### src/rtl/core/gwcs_pkg.sv
// shared types and constants of the gaussian weighted color sample block
package gwcs_pkg;

  // field and register widths
  localparam int CHAN_W      = 8;
  localparam int KSIZE_W     = 4;
  localparam int WEIGHT_W    = 17;
  localparam int NUM_WEIGHTS = 7;
  localparam int ACC_W       = 50;
  localparam int WIDX_W      = $clog2(NUM_WEIGHTS);

  // apb register map
  localparam int APB_DATA_W = 32;
  localparam int NUM_REGS   = NUM_WEIGHTS + 1;
  localparam int APB_ADDR_W = $clog2(NUM_REGS) + 2;
  localparam int REG_IDX_W  = $clog2(NUM_REGS);

  localparam logic [REG_IDX_W-1:0] RegKernelSize = REG_IDX_W'(0);
  localparam logic [REG_IDX_W-1:0] RegWeightD0   = REG_IDX_W'(1);

  // register reset values
  localparam logic [KSIZE_W-1:0] KernelSizeRst = KSIZE_W'(3);
  localparam logic [WEIGHT_W-1:0] WeightD0Rst  = WEIGHT_W'(29610);
  localparam logic [WEIGHT_W-1:0] WeightD1Rst  = WEIGHT_W'(17963);

  // scaled accumulator value at and above which the average saturates
  localparam int SatLimit = 255 * 256;

  typedef logic [NUM_WEIGHTS-1:0][WEIGHT_W-1:0] weights_t;

  // controller to datapath commands
  typedef struct packed {
    logic load;       // take a pixel, form the pair weight, step the position
    logic mul_alpha;  // pair weight times opacity
    logic mul_chan;   // weighted opacity times each channel
    logic accum;      // saturating add into the accumulators
    logic emit;       // scale accumulators into the output register and clear
  } cmd_t;

  // datapath to controller status
  typedef struct packed {
    logic last;      // pixel in flight closes the window
    logic out_free;  // output register can take a result this cycle
  } sts_t;

endpackage

### src/rtl/core/gwcs_if.sv
// pixel and result channel interfaces

// pixel request channel
interface gwcs_pix_if import gwcs_pkg::*; ();
  logic              valid;
  logic              ready;
  logic [CHAN_W-1:0] chan_blue;
  logic [CHAN_W-1:0] chan_green;
  logic [CHAN_W-1:0] chan_red;
  logic [CHAN_W-1:0] opacity;

  modport source (output valid, chan_blue, chan_green, chan_red, opacity, input ready);
  modport sink (input valid, chan_blue, chan_green, chan_red, opacity, output ready);
endinterface

// averaged color result channel
interface gwcs_res_if import gwcs_pkg::*; ();
  logic              valid;
  logic              ready;
  logic [CHAN_W-1:0] avg_blue;
  logic [CHAN_W-1:0] avg_green;
  logic [CHAN_W-1:0] avg_red;

  modport source (output valid, avg_blue, avg_green, avg_red, input ready);
  modport sink (input valid, avg_blue, avg_green, avg_red, output ready);
endinterface

### src/rtl/core/gwcs_ctrl.sv
// sequencing state machine of the gaussian weighted color sample block
module gwcs_ctrl import gwcs_pkg::*; (
  input  logic clk_i,
  input  logic rst_ni,
  input  logic in_valid_i,
  output logic in_ready_o,
  input  sts_t sts_i,
  output cmd_t cmd_o
);

  typedef enum logic [4:0] {
    StIdle  = 5'b00001,
    StAlpha = 5'b00010,
    StChan  = 5'b00100,
    StAccum = 5'b01000,
    StEmit  = 5'b10000
  } state_e;

  state_e state_q, state_d;

  // next state and commands
  always_comb begin
    state_d    = state_q;
    cmd_o      = '0;
    in_ready_o = 1'b0;
    unique case (state_q)
      StIdle: begin
        in_ready_o = 1'b1;
        if (in_valid_i) begin
          cmd_o.load = 1'b1;
          state_d    = StAlpha;
        end
      end
      StAlpha: begin
        cmd_o.mul_alpha = 1'b1;
        state_d         = StChan;
      end
      StChan: begin
        cmd_o.mul_chan = 1'b1;
        state_d        = StAccum;
      end
      StAccum: begin
        cmd_o.accum = 1'b1;
        state_d     = sts_i.last ? StEmit : StIdle;
      end
      StEmit: begin
        if (sts_i.out_free) begin
          cmd_o.emit = 1'b1;
          state_d    = StIdle;
        end
      end
      default: state_d = StIdle;
    endcase
  end

  // state register
  always_ff @(posedge clk_i or negedge rst_ni) begin
    if (!rst_ni) begin
      state_q <= StIdle;
    end else begin
      state_q <= state_d;
    end
  end

endmodule

### src/rtl/core/gwcs_datapath.sv
// weighting multipliers, accumulators, window position and output register
module gwcs_datapath import gwcs_pkg::*; #(
  parameter int MAX_KERNEL       = 13,
  parameter int WEIGHT_FRAC_BITS = 16
) (
  input  logic               clk_i,
  input  logic               rst_ni,
  input  cmd_t               cmd_i,
  output sts_t               sts_o,
  input  logic [KSIZE_W-1:0] kernel_size_i,
  input  weights_t           weights_i,
  input  logic [CHAN_W-1:0]  chan_blue_i,
  input  logic [CHAN_W-1:0]  chan_green_i,
  input  logic [CHAN_W-1:0]  chan_red_i,
  input  logic [CHAN_W-1:0]  opacity_i,
  input  logic               res_ready_i,
  output logic               res_valid_o,
  output logic [CHAN_W-1:0]  avg_blue_o,
  output logic [CHAN_W-1:0]  avg_green_o,
  output logic [CHAN_W-1:0]  avg_red_o
);

  localparam int ProdW = 2 * WEIGHT_W;
  localparam int PwW   = ProdW - WEIGHT_FRAC_BITS;
  localparam int FW    = PwW + CHAN_W;
  localparam int TermW = FW + CHAN_W;
  localparam int Cap   = (MAX_KERNEL % 2 == 1) ? MAX_KERNEL : MAX_KERNEL - 1;
  localparam int CapW  = $clog2(Cap + 1) > KSIZE_W ? $clog2(Cap + 1) : KSIZE_W;
  localparam logic [ACC_W-1:0] AccMax = '1;

  // odd window side and its centre
  logic [KSIZE_W-1:0] side;
  logic [CapW-1:0]    side_ext;
  logic [KSIZE_W-1:0] centre;

  always_comb begin
    side = kernel_size_i;
    if (!side[0]) begin
      side = (side == '0) ? KSIZE_W'(1) : side - KSIZE_W'(1);
    end
    side_ext = CapW'(side);
    if (side_ext > CapW'(Cap)) begin
      side_ext = CapW'(Cap);
    end
    centre = side_ext[KSIZE_W-1:0] >> 1;
  end

  // weight picked by distance from the centre
  function automatic logic [WEIGHT_W-1:0] weight_at(
    input logic [KSIZE_W-1:0] pos,
    input logic [KSIZE_W-1:0] mid,
    input weights_t           w
  );
    logic [KSIZE_W-1:0] span;
    span = (pos >= mid) ? pos - mid : mid - pos;
    if (span < KSIZE_W'(NUM_WEIGHTS)) begin
      return w[span[WIDX_W-1:0]];
    end
    return '0;
  endfunction

  // floor(acc / (255 << frac bits)) saturated at 255
  function automatic logic [CHAN_W-1:0] scale_out(input logic [ACC_W-1:0] acc);
    logic [ACC_W-1:0] x;
    logic [15:0]      xl;
    logic [24:0]      xm;
    logic [8:0]       q0;
    logic [16:0]      qm;
    logic [16:0]      rem;
    x  = acc >> WEIGHT_FRAC_BITS;
    xl = x[15:0];
    // reciprocal of 255 as 257 / 2^16, at most one low
    xm  = {1'b0, xl, 8'b0} + 25'(xl);
    q0  = xm[24:16];
    qm  = {q0, 8'b0} - 17'(q0);
    rem = 17'(xl) - qm;
    if (x >= ACC_W'(SatLimit)) begin
      return '1;
    end
    if (rem >= 17'd255) begin
      q0 = q0 + 9'd1;
    end
    return q0[CHAN_W-1:0];
  endfunction

  logic [KSIZE_W-1:0] row_q, row_d, col_q, col_d;
  logic               last_q, last_d;
  logic [PwW-1:0]     pw_q;
  logic [ProdW-1:0]   wprod;
  logic [CHAN_W-1:0]  blue_q, green_q, red_q, alpha_q;
  logic [FW-1:0]      f_q;
  logic [TermW-1:0]   term_b_q, term_g_q, term_r_q;
  logic [ACC_W-1:0]   acc_b_q, acc_g_q, acc_r_q;
  logic [ACC_W-1:0]   acc_b_d, acc_g_d, acc_r_d;
  logic               out_valid_q;
  logic [CHAN_W-1:0]  avg_b_q, avg_g_q, avg_r_q;

  assign wprod = ProdW'(weight_at(row_q, centre, weights_i))
               * ProdW'(weight_at(col_q, centre, weights_i));

  // raster position inside the window
  always_comb begin
    row_d  = row_q;
    col_d  = col_q;
    last_d = 1'b0;
    if ({1'b0, col_q} + 5'd1 < {1'b0, side_ext[KSIZE_W-1:0]}) begin
      col_d = col_q + KSIZE_W'(1);
    end else begin
      col_d = '0;
      if ({1'b0, row_q} + 5'd1 < {1'b0, side_ext[KSIZE_W-1:0]}) begin
        row_d = row_q + KSIZE_W'(1);
      end else begin
        row_d  = '0;
        last_d = 1'b1;
      end
    end
  end

  // saturating accumulate
  function automatic logic [ACC_W-1:0] sat_add(
    input logic [ACC_W-1:0] acc,
    input logic [TermW-1:0] term
  );
    logic [ACC_W:0] sum;
    sum = {1'b0, acc} + (ACC_W + 1)'(term);
    return sum[ACC_W] ? AccMax : sum[ACC_W-1:0];
  endfunction

  always_comb begin
    acc_b_d = acc_b_q;
    acc_g_d = acc_g_q;
    acc_r_d = acc_r_q;
    priority if (cmd_i.emit) begin
      acc_b_d = '0;
      acc_g_d = '0;
      acc_r_d = '0;
    end else if (cmd_i.accum) begin
      acc_b_d = sat_add(acc_b_q, term_b_q);
      acc_g_d = sat_add(acc_g_q, term_g_q);
      acc_r_d = sat_add(acc_r_q, term_r_q);
    end
  end

  // control state: position, accumulators, output valid
  always_ff @(posedge clk_i or negedge rst_ni) begin
    if (!rst_ni) begin
      row_q       <= '0;
      col_q       <= '0;
      last_q      <= 1'b0;
      acc_b_q     <= '0;
      acc_g_q     <= '0;
      acc_r_q     <= '0;
      out_valid_q <= 1'b0;
    end else begin
      if (cmd_i.load) begin
        row_q  <= row_d;
        col_q  <= col_d;
        last_q <= last_d;
      end
      acc_b_q <= acc_b_d;
      acc_g_q <= acc_g_d;
      acc_r_q <= acc_r_d;
      if (cmd_i.emit) begin
        out_valid_q <= 1'b1;
      end else if (res_ready_i) begin
        out_valid_q <= 1'b0;
      end
    end
  end

  // multiply pipeline and output payload
  always_ff @(posedge clk_i) begin
    if (cmd_i.load) begin
      pw_q    <= wprod[ProdW-1:WEIGHT_FRAC_BITS];
      blue_q  <= chan_blue_i;
      green_q <= chan_green_i;
      red_q   <= chan_red_i;
      alpha_q <= opacity_i;
    end
    if (cmd_i.mul_alpha) begin
      f_q <= FW'(pw_q) * FW'(alpha_q);
    end
    if (cmd_i.mul_chan) begin
      term_b_q <= TermW'(f_q) * TermW'(blue_q);
      term_g_q <= TermW'(f_q) * TermW'(green_q);
      term_r_q <= TermW'(f_q) * TermW'(red_q);
    end
    if (cmd_i.emit) begin
      avg_b_q <= scale_out(acc_b_q);
      avg_g_q <= scale_out(acc_g_q);
      avg_r_q <= scale_out(acc_r_q);
    end
  end

  assign sts_o.last     = last_q;
  assign sts_o.out_free = !out_valid_q || res_ready_i;
  assign res_valid_o    = out_valid_q;
  assign avg_blue_o     = avg_b_q;
  assign avg_green_o    = avg_g_q;
  assign avg_red_o      = avg_r_q;

endmodule

### src/rtl/core/gaussian_weighted_color_sample_top.sv
// top level: apb register file, controller and datapath of the color sampler
//
// Takes the pixels of one square window in raster order and returns one
// Gaussian-weighted color average per window, each channel weighted by
// w[row distance] * w[column distance] * opacity / 255 and saturated at 255.
// Each pixel request occupies the block while the controller steps through
// accept, opacity multiply, channel multiply and accumulate on the single
// shared multiply chain; the last pixel of a window then adds a step that
// scales the accumulators into the output register once that register is
// free. A pending result does not hold off the next pixel. Registers
// (kernel_size at 0x00, weight_d0..weight_d6 at 0x04..0x1c) must be
// written over APB only while no pixel is in flight; the block itself
// does not enforce this.
module gaussian_weighted_color_sample_top import gwcs_pkg::*; #(
  parameter int MAX_KERNEL       = 13,
  parameter int WEIGHT_FRAC_BITS = 16
) (
  input  logic                  clk_i,
  input  logic                  rst_ni,
  gwcs_pix_if.sink              pix_i,
  gwcs_res_if.source            res_o,
  input  logic                  psel,
  input  logic                  penable,
  input  logic                  pwrite,
  input  logic [APB_ADDR_W-1:0] paddr,
  input  logic [APB_DATA_W-1:0] pwdata,
  output logic [APB_DATA_W-1:0] prdata,
  output logic                  pready
);

  logic [KSIZE_W-1:0]   kernel_size_q;
  weights_t             weights_q;
  logic [REG_IDX_W-1:0] reg_idx;
  logic                 reg_wr;
  cmd_t                 cmd;
  sts_t                 sts;

  // apb register decode
  assign pready  = 1'b1;
  assign reg_idx = paddr[APB_ADDR_W-1:2];
  assign reg_wr  = psel && penable && pwrite;

  always_ff @(posedge clk_i or negedge rst_ni) begin
    if (!rst_ni) begin
      kernel_size_q <= KernelSizeRst;
      weights_q     <= weights_t'({WeightD1Rst, WeightD0Rst});
    end else if (reg_wr) begin
      if (reg_idx == RegKernelSize) begin
        kernel_size_q <= pwdata[KSIZE_W-1:0];
      end else begin
        weights_q[WIDX_W'(reg_idx - RegWeightD0)] <= pwdata[WEIGHT_W-1:0];
      end
    end
  end

  // register readback
  always_comb begin
    if (reg_idx == RegKernelSize) begin
      prdata = APB_DATA_W'(kernel_size_q);
    end else begin
      prdata = APB_DATA_W'(weights_q[WIDX_W'(reg_idx - RegWeightD0)]);
    end
  end

  gwcs_ctrl u_ctrl (
    .clk_i      (clk_i),
    .rst_ni     (rst_ni),
    .in_valid_i (pix_i.valid),
    .in_ready_o (pix_i.ready),
    .sts_i      (sts),
    .cmd_o      (cmd)
  );

  gwcs_datapath #(
    .MAX_KERNEL       (MAX_KERNEL),
    .WEIGHT_FRAC_BITS (WEIGHT_FRAC_BITS)
  ) u_datapath (
    .clk_i         (clk_i),
    .rst_ni        (rst_ni),
    .cmd_i         (cmd),
    .sts_o         (sts),
    .kernel_size_i (kernel_size_q),
    .weights_i     (weights_q),
    .chan_blue_i   (pix_i.chan_blue),
    .chan_green_i  (pix_i.chan_green),
    .chan_red_i    (pix_i.chan_red),
    .opacity_i     (pix_i.opacity),
    .res_ready_i   (res_o.ready),
    .res_valid_o   (res_o.valid),
    .avg_blue_o    (res_o.avg_blue),
    .avg_green_o   (res_o.avg_green),
    .avg_red_o     (res_o.avg_red)
  );

  // a new result never overwrites one still waiting
  assert property (@(posedge clk_i) disable iff (!rst_ni)
    cmd.emit |-> (!res_o.valid || res_o.ready))
    else $error("result written over a pending result");

  // controller issues at most one command per cycle
  assert property (@(posedge clk_i) disable iff (!rst_ni) $onehot0(cmd))
    else $error("overlapping datapath commands");

  // an accepted pixel blocks the next one until its work is done
  assert property (@(posedge clk_i) disable iff (!rst_ni)
    (pix_i.valid && pix_i.ready) |=> !pix_i.ready)
    else $error("pixel accepted while previous one in flight");

  // a window result is never emitted while the controller is idle
  assert property (@(posedge clk_i) disable iff (!rst_ni)
    cmd.emit |-> !pix_i.ready)
    else $error("result emitted while idle");

endmodule

### src/flat_wrapper.sv
// flat-port wrapper written by rule: the top's interface ports become plain ports
module gaussian_weighted_color_sample_top_flat import gwcs_pkg::*;
#(
  parameter int MAX_KERNEL       = 13,
  parameter int WEIGHT_FRAC_BITS = 16
)
  (clk_i, rst_ni, psel, penable, pwrite, paddr, pwdata, prdata, pready, pix_i_valid, pix_i_chan_blue, pix_i_chan_green, pix_i_chan_red, pix_i_opacity, pix_i_ready, res_o_valid, res_o_avg_blue, res_o_avg_green, res_o_avg_red, res_o_ready);
  gwcs_pix_if pix_i_i ();
  gwcs_res_if res_o_i ();
  input  logic clk_i;
  input  logic rst_ni;
  input  logic psel;
  input  logic penable;
  input  logic pwrite;
  input  logic [APB_ADDR_W-1:0] paddr;
  input  logic [APB_DATA_W-1:0] pwdata;
  output logic [APB_DATA_W-1:0] prdata;
  output logic pready;
  input wire logic [$bits(pix_i_i.valid)-1:0] pix_i_valid;
  input wire logic [$bits(pix_i_i.chan_blue)-1:0] pix_i_chan_blue;
  input wire logic [$bits(pix_i_i.chan_green)-1:0] pix_i_chan_green;
  input wire logic [$bits(pix_i_i.chan_red)-1:0] pix_i_chan_red;
  input wire logic [$bits(pix_i_i.opacity)-1:0] pix_i_opacity;
  output wire logic [$bits(pix_i_i.ready)-1:0] pix_i_ready;
  output wire logic [$bits(res_o_i.valid)-1:0] res_o_valid;
  output wire logic [$bits(res_o_i.avg_blue)-1:0] res_o_avg_blue;
  output wire logic [$bits(res_o_i.avg_green)-1:0] res_o_avg_green;
  output wire logic [$bits(res_o_i.avg_red)-1:0] res_o_avg_red;
  input wire logic [$bits(res_o_i.ready)-1:0] res_o_ready;
  assign pix_i_i.valid = pix_i_valid;
  assign pix_i_i.chan_blue = pix_i_chan_blue;
  assign pix_i_i.chan_green = pix_i_chan_green;
  assign pix_i_i.chan_red = pix_i_chan_red;
  assign pix_i_i.opacity = pix_i_opacity;
  assign pix_i_ready = pix_i_i.ready;
  assign res_o_valid = res_o_i.valid;
  assign res_o_avg_blue = res_o_i.avg_blue;
  assign res_o_avg_green = res_o_i.avg_green;
  assign res_o_avg_red = res_o_i.avg_red;
  assign res_o_i.ready = res_o_ready;
  gaussian_weighted_color_sample_top #(.MAX_KERNEL(MAX_KERNEL), .WEIGHT_FRAC_BITS(WEIGHT_FRAC_BITS)) u_core (.clk_i(clk_i), .rst_ni(rst_ni), .pix_i(pix_i_i), .res_o(res_o_i), .psel(psel), .penable(penable), .pwrite(pwrite), .paddr(paddr), .pwdata(pwdata), .prdata(prdata), .pready(pready));
endmodule
### config.mk
export PLATFORM = sky130hd
export DESIGN_NAME = gaussian_weighted_color_sample_top_flat
export DESIGN_NICKNAME = d
export VERILOG_FILES = /design/src/rtl/core/gwcs_pkg.sv /design/src/rtl/core/gwcs_if.sv /design/src/rtl/core/gwcs_ctrl.sv /design/src/rtl/core/gwcs_datapath.sv /design/src/rtl/core/gaussian_weighted_color_sample_top.sv /design/src/flat_wrapper.sv
export SDC_FILE = /design/constraint.sdc
export NUM_CORES = 2
export LEC_CHECK = 0
export BUFFER_PORTS_ARGS = -buffer_cell sky130_fd_sc_hd__clkbuf_2
export CAP_MARGIN = 30
export CORE_MARGIN = 2
export CORE_UTILIZATION = 55
export DETAILED_ROUTE_END_ITERATION = 8
export GPL_ROUTABILITY_DRIVEN = 0
export PLACE_DENSITY_LB_ADDON = 0.05
export RECOVER_POWER = 50
export SYNTH_ARGS = -nofsm -noshare
export SYNTH_HDL_FRONTEND = slang
export SYNTH_SLANG_ARGS = --single-unit
### constraint.sdc
create_clock -name clk_i -period 9.9 [get_ports clk_i]
set_clock_uncertainty 0.15 [all_clocks]
set_input_delay 0.495 -clock clk_i [delete_from_list [all_inputs] [get_ports clk_i]]
set_output_delay 0.495 -clock clk_i [all_outputs]
set_load 0.01 [all_outputs]
Word-level counts from Yosys, hierarchy flattened. Cells that the tools add are included.

Register bits: 490. Bits of input ports: 76. Output and inout port bits: 59. Logic and storage cells: 160.

Add/sub/neg operators: 25. $mul: 5. Magnitude comparators: 17. Equal/unequal tests: 7. Mux-type cells: 63. Bitwise operators: 2. Reductions and logical operators: 13.

Operator list (number): 2-to-1 mux 50 bit (9); adder 50 x 34 -> 51 bit (3); binary-select mux 17 bit (select 3 bit) (3); 2-to-1 mux 17 bit (9); bitwise mux 119 bit (1); greater-or-equal comparator 34 x 16 -> 1 bit (second input constant) (3); multiplier 26 x 8 -> 34 bit (3); adder 24 x 16 -> 25 bit (3); 2-to-1 mux 8 bit (9); demux 17 bit (select 3 bit) (1); greater-or-equal comparator 17 x 8 -> 1 bit (second input constant) (3); subtractor 16 x 17 -> 17 bit (3); subtractor 17 x 9 -> 17 bit (3); multiplier 17 x 17 -> 34 bit (1); 2-to-1 mux 4 bit (7); multiplier 18 x 8 -> 26 bit (1); case mux 5 bit (5 select lines) (1); adder 8 x 1 -> 8 bit (second input constant) (3); 2-to-1 mux 1 bit (20); 2-to-1 mux 5 bit (3); < comparator 3 x 4 -> 1 bit (second input constant) (3); adder 4 x 1 -> 5 bit (second input constant) (2); < comparator 5 x 4 -> 1 bit (2); adder 4 x 1 -> 4 bit (second input constant) (2); 23 further kinds (34).

Depth between registers and ports, before layout.
Depth after elaboration: 12. Depth in mapped cells: 40.

Modules after synthesis. Synthesis repeated with hierarchy kept, for this count alone.

Cells, all modules: 6744. Area, all modules: 62909.1 µm².

Modules (own cells, without submodules): gwcs_datapath (instances 1, cells each 6282, area each 56721.9 µm²); gaussian_weighted_color_sample_top (instances 1, cells each 439, area each 5923.2 µm²); gwcs_ctrl (instances 1, cells each 23, area each 264.0 µm²).

Least setup slack after synthesis. Ideal clock, no wire load.

Path type: register -> register. Start: register u_core.kernel_size_q[1]. End: register u_core.u_datapath.pw_q[16] (data pin). Arrival time: 8.692 ns. Slack: 0.800 ns. Stages on the path, launching flop included: 37. Cell sequence: dfstp_2 or2_2 o21ai_0 ha_1 a21bo_2 a21oi_1 and2b_1 mux2i_1 buf_4 buf_2 mux4_2 nand2_1 a21oi_1 clkbuf_1 nand2_1 fa_1 inv_1 fa_1 inv_1 fa_1 inv_1 fa_1 fa_1 inv_1 fa_1 inv_1 ha_1 a21oi_1 o21ai_0 a211oi_1 o31a_1 nor2_1 a41o_1 o211ai_1 nand2b_1 a21oi_1 xnor2_1.

Cells in the longest elaborated chain, start to end: 12. Elaborated cells between the ends (all ways): 27. Classes of those cells: add/sub: 5; mul: 1; order compare: 5; mux: 15; reduce/logical: 1.

Ends and longest elaborated chain: start, declared (line gaussian_weighted_color_sample_top.sv:31) `logic [KSIZE_W-1:0] kernel_size_q;`; start signal, assigned (line gaussian_weighted_color_sample_top.sv:45) `kernel_size_q <= KernelSizeRst;`; start signal, assigned (line gaussian_weighted_color_sample_top.sv:49) `kernel_size_q <= pwdata[KSIZE_W-1:0];`; subtractor 4 x 1 -> 4 bit or zero test 4 bit (tied branches) (line gwcs_datapath.sv:39) `side = (side == '0) ? KSIZE_W'(1) : side - KSIZE_W'(1);`; 2-to-1 mux 4 bit (line gwcs_datapath.sv:39); 2-to-1 mux 4 bit (*) (line gwcs_datapath.sv:38) `if (!side[0]) begin`; greater-than comparator 4 bit (line gwcs_datapath.sv:42) `if (side_ext > CapW'(Cap)) begin`; 2-to-1 mux 4 bit (*) (line gwcs_datapath.sv:42); subtractor 3 x 4 -> 4 bit, or another cell as far along (line gwcs_datapath.sv:55) `span = (pos >= mid) ? pos - mid : mid - pos;`; 2-to-1 mux 4 bit (line gwcs_datapath.sv:55); binary-select mux 17 bit (select 3 bit) (line gwcs_datapath.sv:57) `return w[span[WIDX_W-1:0]];`; 2-to-1 mux 17 bit (not written as such) (line gwcs_datapath.sv:57); 2-to-1 mux 17 bit (line gwcs_datapath.sv:56) `if (span < KSIZE_W'(NUM_WEIGHTS)) begin`; 2-to-1 mux 17 bit (line gwcs_datapath.sv:59) `return '0;`; multiplier 17 x 17 -> 34 bit (*) (line gwcs_datapath.sv:99) `* ProdW'(weight_at(col_q, centre, weights_i));`; via u_core.u_datapath.wprod[32] (line gwcs_datapath.sv:89) `logic [ProdW-1:0] wprod;`; end signal, assigned (line gwcs_datapath.sv:174) `pw_q <= wprod[ProdW-1:WEIGHT_FRAC_BITS];`; end, declared (line gwcs_datapath.sv:88) `logic [PwW-1:0] pw_q;`.

The timed path passes the listed nets; every way through them passes the cells marked *. The select of a mux whose other input is x is not followed. A chain may end at the register's enable or synchronous reset.

Worst setup path in the final report.
Start: register u_core.kernel_size_q[1]. End: register u_core.u_datapath.pw_q[4] (data pin).

The elaborated chain is that of the path after synthesis.

==> results.cfg <==
[worst_setup_path]
reg2reg_depth = 35
crit_slowest_cell = fa_1
worstReg2RegEnd = u_core.u_datapath.pw_q[4]$_DFFE_PP_
path_class = register to register
slowest_delay_ns = 0.51
worstPathRequired_ns = 10.18
crit_path_max_fanout = 26
r2r_setup_slack_ns = 0.48
path_common_cell = fa_1
crit_arrival_ns = 9.70
r2r_start = u_core.kernel_size_q[1]$_DFFE_PN1P_
worstSetupStartpointType = register
worst_setup_path_end_kind = register

[routing]
ant_nets = 0
drtIter0Drc = 2957
drt_pre_antenna_iters = 6
drc = 0
avgViaCountPerCell = 5.80
wl_per_cell_um = 19.2
drt_wl_total_um = 163000
vias = 49100

[cts]
postCtsSetupBuffers = 0
clkTransAtPathRegs_ns = 0.06
cts_tree = done
cts_sinks = 490
cts_buffer_depth = 3
clk_latency_ns = 0.69
cts_buffers = 61
h-tree-depth = 2
cts_root_buffer = clkbuf_16

[yosys]
syn_area_per_cell_sq_um = 9.27
synth_common_cells = nand2_1, inv_1, fa_1
netlist_instances = 6842
synthFlopType = dfrtp_1
yosysUniqueCellTypes = 99
ys_ff_latch = 490
yosysTopAreaCell = fa_1
yosysSeqAreaShare_pct = 21.0
syn_area_sq_um = 63400
yosysMostFrequentCell = nand2_1
synth_enable_flop_cells = 202
synthArstFlopShare_pct = 58.8
yosys-top-cells-area = fa_1, ha_1, dfrtp_1
synth_top_area_share_pct = 23.9
synth_warnings = 0

[floorplanning]
start_util_pct = 55.5
io-pin-count = 135
core_area_sq_um = 114000
fp.dieH_um = 344
core.rowCount = 124
dieArea_sq_um = 118000
die_w_um = 344

[timing]
max_slew.worst_pin.slew_ns = 3.94
hold_viol = 0
clock.fmax_ghz = 0.106
holdWs_ns = 0.0482
min_period_ns = 9.42
finalCritPeriodShare_pct = 95.1
maxSlewHeadroom_pct = -163
finalSetupViolCount = 0
finalMaxSlewViolations = 685

[run_status]
status = finished with violations
violations = capacitance limit, slew limit

[global_routing]
grt_max_degree = 69
grt_pass1_vias = 50400
antenna_found_initial = 1
grt_pass1_wl_um = 267000
grt_overflow_total = 0
grt_use_total_pct = 28.1

[layout]
nets = 8290
post_layout_nonfiller_instances = 8471
areaGrowthSynthToFinish_pct = 8.45
drive_above_1_share_pct = 8.90

[place]
hpwl_um = 122000
numPortBuffers = 101
dp.cells = 8305

[hold_path]
hp-class = primary input to register
holdPathStages = 2
hold_start = pwdata[5]
worstHoldEndpoint = u_core.weights_q[90]$_DFFE_PN0P_

[job]
drv_cap = 14
timing repair:
| action | in CTS | in global routing |
|---|---|---|
| hold buffers | 47 | 0 |
| gates resized for setup | 0 | 30 |
| endpoints found under the setup margin | 0 | 13 |
| endpoints found under the hold margin | 149 | 0 |
cells in the final DEF (no fill, tap or decap), drive strengths merged, types with 16 or more instances in the layout:
master and n:
a211oi 50, a21o 141, a21oi 383, a311oi 21, a31oi 102, and2 387, and3 67, and4 16
buf 129, clkbuf 195, clkinv 16, conb 16, dfrtp 269, dfstp 19, dlygate4sd3 47, edfxtp 202
fa 757, ha 552, inv 867, mux2 162, mux2i 17, mux4 44, nand2 943, nand2b 57
nand3 102, nand4 43, nor2 319, nor2b 60, nor3 66, nor4 22, o211ai 37, o21a 43
o21ai 218, o21bai 26, o31ai 22, or2 22, or3 18, xnor2 204, xor2 77
state kept, by name (all words and copies together) (netlist names), 4 cells and up:
signal,flops
u_core.weights_q,119
u_core.u_datapath.acc_b_q,50
u_core.u_datapath.acc_g_q,50
u_core.u_datapath.acc_r_q,50
u_core.u_datapath.term_b_q,34
u_core.u_datapath.term_g_q,34
u_core.u_datapath.term_r_q,34
u_core.u_datapath.f_q,26
u_core.u_datapath.pw_q,18
u_core.u_datapath.alpha_q,8
u_core.u_datapath.avg_blue_o,8
u_core.u_datapath.avg_green_o,8
u_core.u_datapath.avg_red_o,8
u_core.u_datapath.blue_q,8
u_core.u_datapath.green_q,8
u_core.u_datapath.red_q,8
u_core.u_ctrl.state_q,5
u_core.kernel_size_q,4
u_core.u_datapath.col_q,4
u_core.u_datapath.row_q,4
metrics by stage:
step / area (sq um) / setup TNS (ns) / utilization, % / worst slack, ns
3_5_place_dp: 66100 / 0 / 57.8 / 0.175
5_1_grt: 68800 / -0.0146 / 60.2 / -0.0146
2_1_floorplan: 63500 / 0 / - / 0.800
4_1_cts: 68800 / 0 / 60.1 / 0.162
3_3_place_gp: 65900 / 0 / 57.6 / 0.165
6_report: 68800 / 0 / 60.2 / 0.484
final cells by class:
type	count	area (sq um)
multi-input cells	5197	45900
clock buffers	80	1680
clock inverters	36	494
diodes	1	2.50
repair buffers	291	2310
fillers	9945	45600
inverters	864	3240
well taps	1512	1890
flip-flops and latches	490	13300
critical path, delay by kind of cell, from the launching register on:
kind | cells | cell delay (ns)
muxes | 1 | 0.31
xor gates and xnor gates | 2 | 0.32
AOI/OAI and AO/OA | 12 | 2.95
buffers and inverters | 7 | 0.86
adders and majority gates | 9 | 3.26
and+or+nand+nor | 4 | 0.92
DFF | 1 | 0.38
layer usage:
metal / vias to the layer above / part of all wire (%) / routed length, um / track usage [%]
met5: - / 0 / 0 / 0
met4: 0 / 3.6 / 5840 / 9.25
met2: 1224 / 49 / 79200 / 48.7
met3: 286 / 4.4 / 7190 / 2.66
li1: 22900 / - / - / -
met1: 24700 / 43 / 70600 / 37.2
cells by family (layout without fill, tap and decap cells):
group                      after synthesis  count (layout)  share of synthesized area, %
AOI/OAI and AO/OA                     1204            1204                          12.2
xor gates and xnor gates               281             281                          3.89
adders and majority gates             1309            1309                          34.8
buffers and inverters                 1169            1271                          7.15
DFF                                    490             490                          21.0
muxes                                  223             223                          4.71
other                                    2              17                        0.0118
and+or+nand+nor                       2164            2164                          16.3
worst max path at each step:
stage	start	end	slack [ns]	depth (start not counted)
CTS	u_core.kernel_size_q[1]$_DFFE_PN1P_	u_core.u_datapath.pw_q[16]$_DFFE_PP_	0.16	38
global placement	u_core.kernel_size_q[1]$_DFFE_PN1P_	u_core.u_datapath.pw_q[17]$_DFFE_PP_	0.17	33
detailed placement	u_core.kernel_size_q[1]$_DFFE_PN1P_	u_core.u_datapath.pw_q[16]$_DFFE_PP_	0.17	38
floorplan	u_core.kernel_size_q[1]$_DFFE_PN1P_	u_core.u_datapath.pw_q[16]$_DFFE_PP_	0.80	36
finish	u_core.kernel_size_q[1]$_DFFE_PN1P_	u_core.u_datapath.pw_q[4]$_DFFE_PP_	0.48	35
global route	u_core.kernel_size_q[1]$_DFFE_PN1P_	u_core.u_datapath.pw_q[10]$_DFFE_PP_	-0.01	39
Power is left out: the tool's default activity adds up to more than one toggle a clock period on the data nets, which glitch-free logic cannot reach.
